## config.mk

```make
export PLATFORM = sky130hd
export DESIGN_NAME = lpht_mod
export DESIGN_NICKNAME = d
export VERILOG_FILES = /design/src/rtl/core/lpht_pkg.sv /design/src/rtl/core/lpht_mod.sv
export SDC_FILE = /design/constraint.sdc
export NUM_CORES = 1
export LEC_CHECK = 0
export ABC_AREA = 1
export BUFFER_PORTS_ARGS = -buffer_cell sky130_fd_sc_hd__clkbuf_2
export CAP_MARGIN = 10
export CORE_UTILIZATION = 40
export CTS_CLUSTER_SIZE = 24
export DETAILED_ROUTE_END_ITERATION = 10
export GPL_ROUTABILITY_DRIVEN = 0
export PLACE_DENSITY_LB_ADDON = 0.15
export SYNTH_ARGS = -nofsm -noshare
export SYNTH_HDL_FRONTEND = slang
export SYNTH_SLANG_ARGS = --single-unit
```

## constraint.sdc

```tcl
create_clock -name i_clk -period 6.63 [get_ports i_clk]
set_input_delay 1.326 -clock i_clk [delete_from_list [all_inputs] [get_ports i_clk]]
set_output_delay 1.326 -clock i_clk [all_outputs]
set_load 0.1 [all_outputs]
```

## src/rtl/core/lpht_pkg.sv

```systemverilog
// Shared types and constants of the linear probing hash table.
package lpht_pkg;

    localparam int SLOTS       = 256;
    localparam int SLOT_W      = $clog2(SLOTS);
    localparam int CAP_W       = SLOT_W + 1;
    localparam int COUNT_W     = SLOT_W + 1;
    localparam int KEY_W       = 32;
    localparam int HASH_W      = 32;
    localparam int CMD_W       = 2;
    localparam int STATUS_W    = 3;
    localparam int MOD_DIGIT_W = 4;

    typedef enum logic [CMD_W-1:0] {
        CMD_INSERT = 2'd0,
        CMD_SEARCH = 2'd1,
        CMD_DELETE = 2'd2
    } t_cmd;

    typedef enum logic [STATUS_W-1:0] {
        RES_INSERTED  = 3'd0,
        RES_REPLACED  = 3'd1,
        RES_FOUND     = 3'd2,
        RES_NOT_FOUND = 3'd3,
        RES_DELETED   = 3'd4,
        RES_FULL      = 3'd5
    } t_status;

    typedef enum logic [1:0] {
        SLOT_EMPTY = 2'd0,
        SLOT_LIVE  = 2'd1,
        SLOT_TOMB  = 2'd2
    } t_slot_st;

    typedef enum logic [2:0] {
        S_CLEAR,
        S_IDLE,
        S_MOD,
        S_PROBE,
        S_DONE
    } t_state;

endpackage

```

## src/rtl/core/lpht_mod.sv

```systemverilog
// Iterative remainder of the key hash by the capacity, a few bits per cycle.
module lpht_mod (
    input  logic                        i_clk,
    input  logic                        i_rst_n,
    input  logic                        i_start,
    input  logic [lpht_pkg::HASH_W-1:0] i_dividend,
    input  logic [lpht_pkg::CAP_W-1:0]  i_divisor,
    output logic                        o_done,
    output logic [lpht_pkg::SLOT_W-1:0] o_rem
);
    import lpht_pkg::*;

    localparam int STEPS  = HASH_W / MOD_DIGIT_W;
    localparam int STEP_W = $clog2(STEPS);

    logic              r_busy, r_done;
    logic [STEP_W-1:0] r_step;
    logic [HASH_W-1:0] r_dvd;
    logic [CAP_W-1:0]  r_dvs;
    logic [SLOT_W-1:0] r_rem, n_rem;
    logic [CAP_W-1:0]  part;

    // restoring remainder, one dividend bit per inner step
    always_comb begin
        n_rem = r_rem;
        part  = '0;
        for (int i = 0; i < MOD_DIGIT_W; i++) begin
            part = {n_rem, r_dvd[HASH_W-1-i]};
            if (part >= r_dvs)
                part = part - r_dvs;
            n_rem = part[SLOT_W-1:0];
        end
    end

    always_ff @(posedge i_clk) begin
        if (!i_rst_n) begin
            r_busy <= 1'b0;
            r_done <= 1'b0;
            r_step <= '0;
        end else begin
            r_done <= 1'b0;
            if (i_start) begin
                r_busy <= 1'b1;
                r_step <= '0;
            end else if (r_busy) begin
                r_step <= r_step + 1'b1;
                if (r_step == STEP_W'(STEPS - 1)) begin
                    r_busy <= 1'b0;
                    r_done <= 1'b1;
                end
            end
        end
    end

    always_ff @(posedge i_clk) begin
        if (i_start) begin
            r_dvd <= i_dividend;
            r_dvs <= i_divisor;
            r_rem <= '0;
        end else if (r_busy) begin
            r_dvd <= r_dvd << MOD_DIGIT_W;
            r_rem <= n_rem;
        end
    end

    assign o_done = r_done;
    assign o_rem  = r_rem;
endmodule

```

==> flow_metrics.tcl <==
set metrics [dict create \
    status "complete, no violations" \
    grt-ovfl-total 0 \
    dp_hpwl_mm 7.509 \
    yosys_warnings 0 \
    hold_viol 0 \
    p_sw_frac 0.5323 \
    drt-total-wl_mm 9.746 \
    relSlewSlack 0.4181 \
    period_minus_slack_ns 6.125 \
    rows 36 \
    slowest_delay_ns 0.38 \
    io_buffers 52 \
    worst-endpoint-arrival_ns 6.32 \
    fmax_mhz 163.3 \
    cts_max_path_buffers 2 \
    ant_nets 0 \
    path_clk_slew_ns 0.11 \
    grt_use_total 0.1933 \
    setup-violations-final 0 \
    finish.utilization 0.4698 \
    fin_skew_ns 0.01074 \
    die_h_um 103.0 \
    final_cells 718 \
    syn-cell-area_mm2 0.004080 \
    vdd_ir_drop_max_uv 272.4 \
    max-cap-violations 0 \
    p_per_area_mw_per_mm2 506.7 \
    p_sw_mw 1.244 \
    avgRoutedWirePerCell_um 13.57 \
    seqPwrFrac 0.186 \
    final-max-slew-violation-count 0 \
    min_from "r_step[1]$_SDFFE_PP0P_" \
    start_util 0.4155 \
    vias 3456 \
    dp.cells 707 \
    finalNetCount 671 \
    ioPinCount 53 \
    cp.required_ns 6.83 \
    cts_buffers 5 \
    postCtsHoldBufs 0 \
    crit_start "r_dvs[2]$_DFFE_PP_" \
    drc 0 \
    die_w_um 103.0 \
    path_max_fanout 12 \
    endpoint_kind "flop" \
    crit_top_cell "nand2_1" \
    insertedDiodeCount 0 \
    antenna_found_initial 0 \
    start_kind "flop" \
    synthArstFlopShare 0 \
    root_buffer "clkbuf_8" \
    intPower_mw 1.093 \
    areaGrowthSynthToFinish_pct 13.06 \
    timing_worst_slew_pin_value_ns 0.8719 \
    syn-num-nets 613 \
    die_area_mm2 0.01061 \
    first_pass_iters 5 \
    drive_gt1_frac 0.1726 \
    synthFlopType "edfxtp_1" \
    routed_via_density 4.813 \
    finalCritPeriodShare 0.9238 \
    drt_iter0_markers 191 \
    clkPwrFrac 0.079 \
    post_synth_num_cell_types 40 \
    ys_seq_elements 54 \
    path_class "reg2reg" \
    core_area_mm2 0.009819 \
    first_global_vias 3215 \
    cts_tree "done" \
    synthCells 527 \
    clk_latency_ns 0.31 \
    syn_avg_cell_area_um2 7.742 \
    grt_max_degree 46 \
    cts_sinks 54 \
    grt_pass1_wl_mm 15.59 \
    r2r_start "r_dvs[2]$_DFFE_PP_" \
    synth_edf_count 41 \
    hold_class "reg2reg" \
    h-tree-depth 2 \
    combPwrFrac 0.734 \
    p_leak_nw 2.450 \
    totalPowerFinal_mw 2.337 \
    slowest_stage "edfxtp_1" \
    ys_seq_area_frac 0.3655 \
]
[cells by family after synthesis]
group | after synthesis | synth area share
buffers and inverters | 76 | 0.07390
muxes | 1 | 0.002453
and+or+nand+nor | 282 | 0.2978
xor gates and xnor gates | 22 | 0.04723
DFF | 54 | 0.3655
adders and majority gates | 42 | 0.1362
AOI/OAI and AO/OA | 50 | 0.07697
[per-layer routing]
layer / share of wire / track usage / up-vias
met2: 0.47 / 0.3138 / 84
li1: - / - / 1809
met1: 0.48 / 0.2715 / 1552
met5: 0 / 0 / -
met4: 0.010 / 0.04334 / 0
met3: 0.047 / 0.02983 / 11
[power by group through the flow]
stage	logic, mW	registers, mW	clock network [mW]
6_report	1.72	0.436	0.185
5_1_grt	1.92	0.441	0.203
4_1_cts	1.66	0.436	0.194
3_5_place_dp	1.65	0.444	0
3_3_place_gp	1.66	0.443	0
2_1_floorplan	1.25	0.521	0
[registers in the layout, indices dropped and copies added (netlist names)]
name	count
o_done	1
o_rem	8
r_busy	1
r_dvd	32
r_dvs	9
r_step	3
[timing repair]
action | 4_1_cts | 5_1_grt
gates resized for setup | 0 | 5
setup endpoints to repair | 0 | 8
buffers inserted | 0 | 4
[final cells by class]
type / count / area, um^2
clock buffers: 5 / 68.82
fillers: 1040 / 5206
multi-input cells: 397 / 2298
repair buffers: 59 / 312.8
well taps: 133 / 166.4
clock inverters: 2 / 13.76
flip-flops and latches: 54 / 1491
inverters: 68 / 261.5
[cell usage after synthesis, drive strengths merged (3+ instances only)]
cell type | n | area, um^2
or2 | 3 | 18.77
xor2 | 13 | 113.9
nor2 | 27 | 113.9
nand3b | 3 | 22.52
edfxtp | 41 | 1231
xnor2 | 9 | 78.83
o21bai | 5 | 37.54
nand3 | 29 | 180.2
ha | 38 | 475.5
inv | 68 | 255.2
o21ai | 11 | 66.31
a21oi | 24 | 138.9
nand2 | 216 | 845.8
fa | 4 | 80.08
dfxtp | 13 | 260.3
a31oi | 4 | 25.02
clkbuf | 6 | 22.52
[metrics by stage]
step | worst slack, ns | TNS, ns | hold slack [ns] | area [um^2]
2_1_floorplan | 0.5564 | 0 | 0.4414 | 4080
3_3_place_gp | 0.4662 | 0 | 0.4520 | 4483
3_5_place_dp | 0.3352 | 0 | 0.4644 | 4483
4_1_cts | 0.3164 | 0 | 0.4805 | 4566
5_1_grt | -0.007458 | -0.007458 | 0.5090 | 4613
6_report | 0.5052 | 0 | 0.4785 | 4613
[cell usage in the layout (no fill, tap or decap), drive strengths merged]
cell      synthesis  final
nand4             2      2
edfxtp           41     41
o21bai            5      5
o211ai            1      1
o2111ai           1      1
xor2             13     13
buf               2      7
ha               38     38
inv              68     68
clkinvlp          0      2
nor3              2      2
xnor2             9      9
a21oi            24     24
dfxtp            13     13
o21a              1      1
or2               3      3
a211oi            1      1
nand3b            3      3
nor2             27     27
nand2           216    216
a21boi            2      2
clkbuf            6     57
fa                4      4
o21ai            11     11
nand3            29     29
a31oi             4      4
mux2i             1      1
[final timing paths]
kind / to / cells after the start / slack, ns
hold reg to reg: r_step[1]$_SDFFE_PP0P_ / 2 / 0.48
setup reg to reg: o_rem[0]$_SDFFE_PP0P_ / 37 / 0.51
hold / removal: r_step[1]$_SDFFE_PP0P_ / 2 / 0.48
setup / recovery: o_rem[0]$_SDFFE_PP0P_ / 37 / 0.51
[critical path, delay by kind of cell, from the launching register on]
kind	cells	cell delay (ns)
buf+inv	8	0.85
simple gates	16	1.99
fa+ha+maj	4	1.31
flops	1	0.38
compound gates	9	1.47
Power figures use the tool's default switching activity.
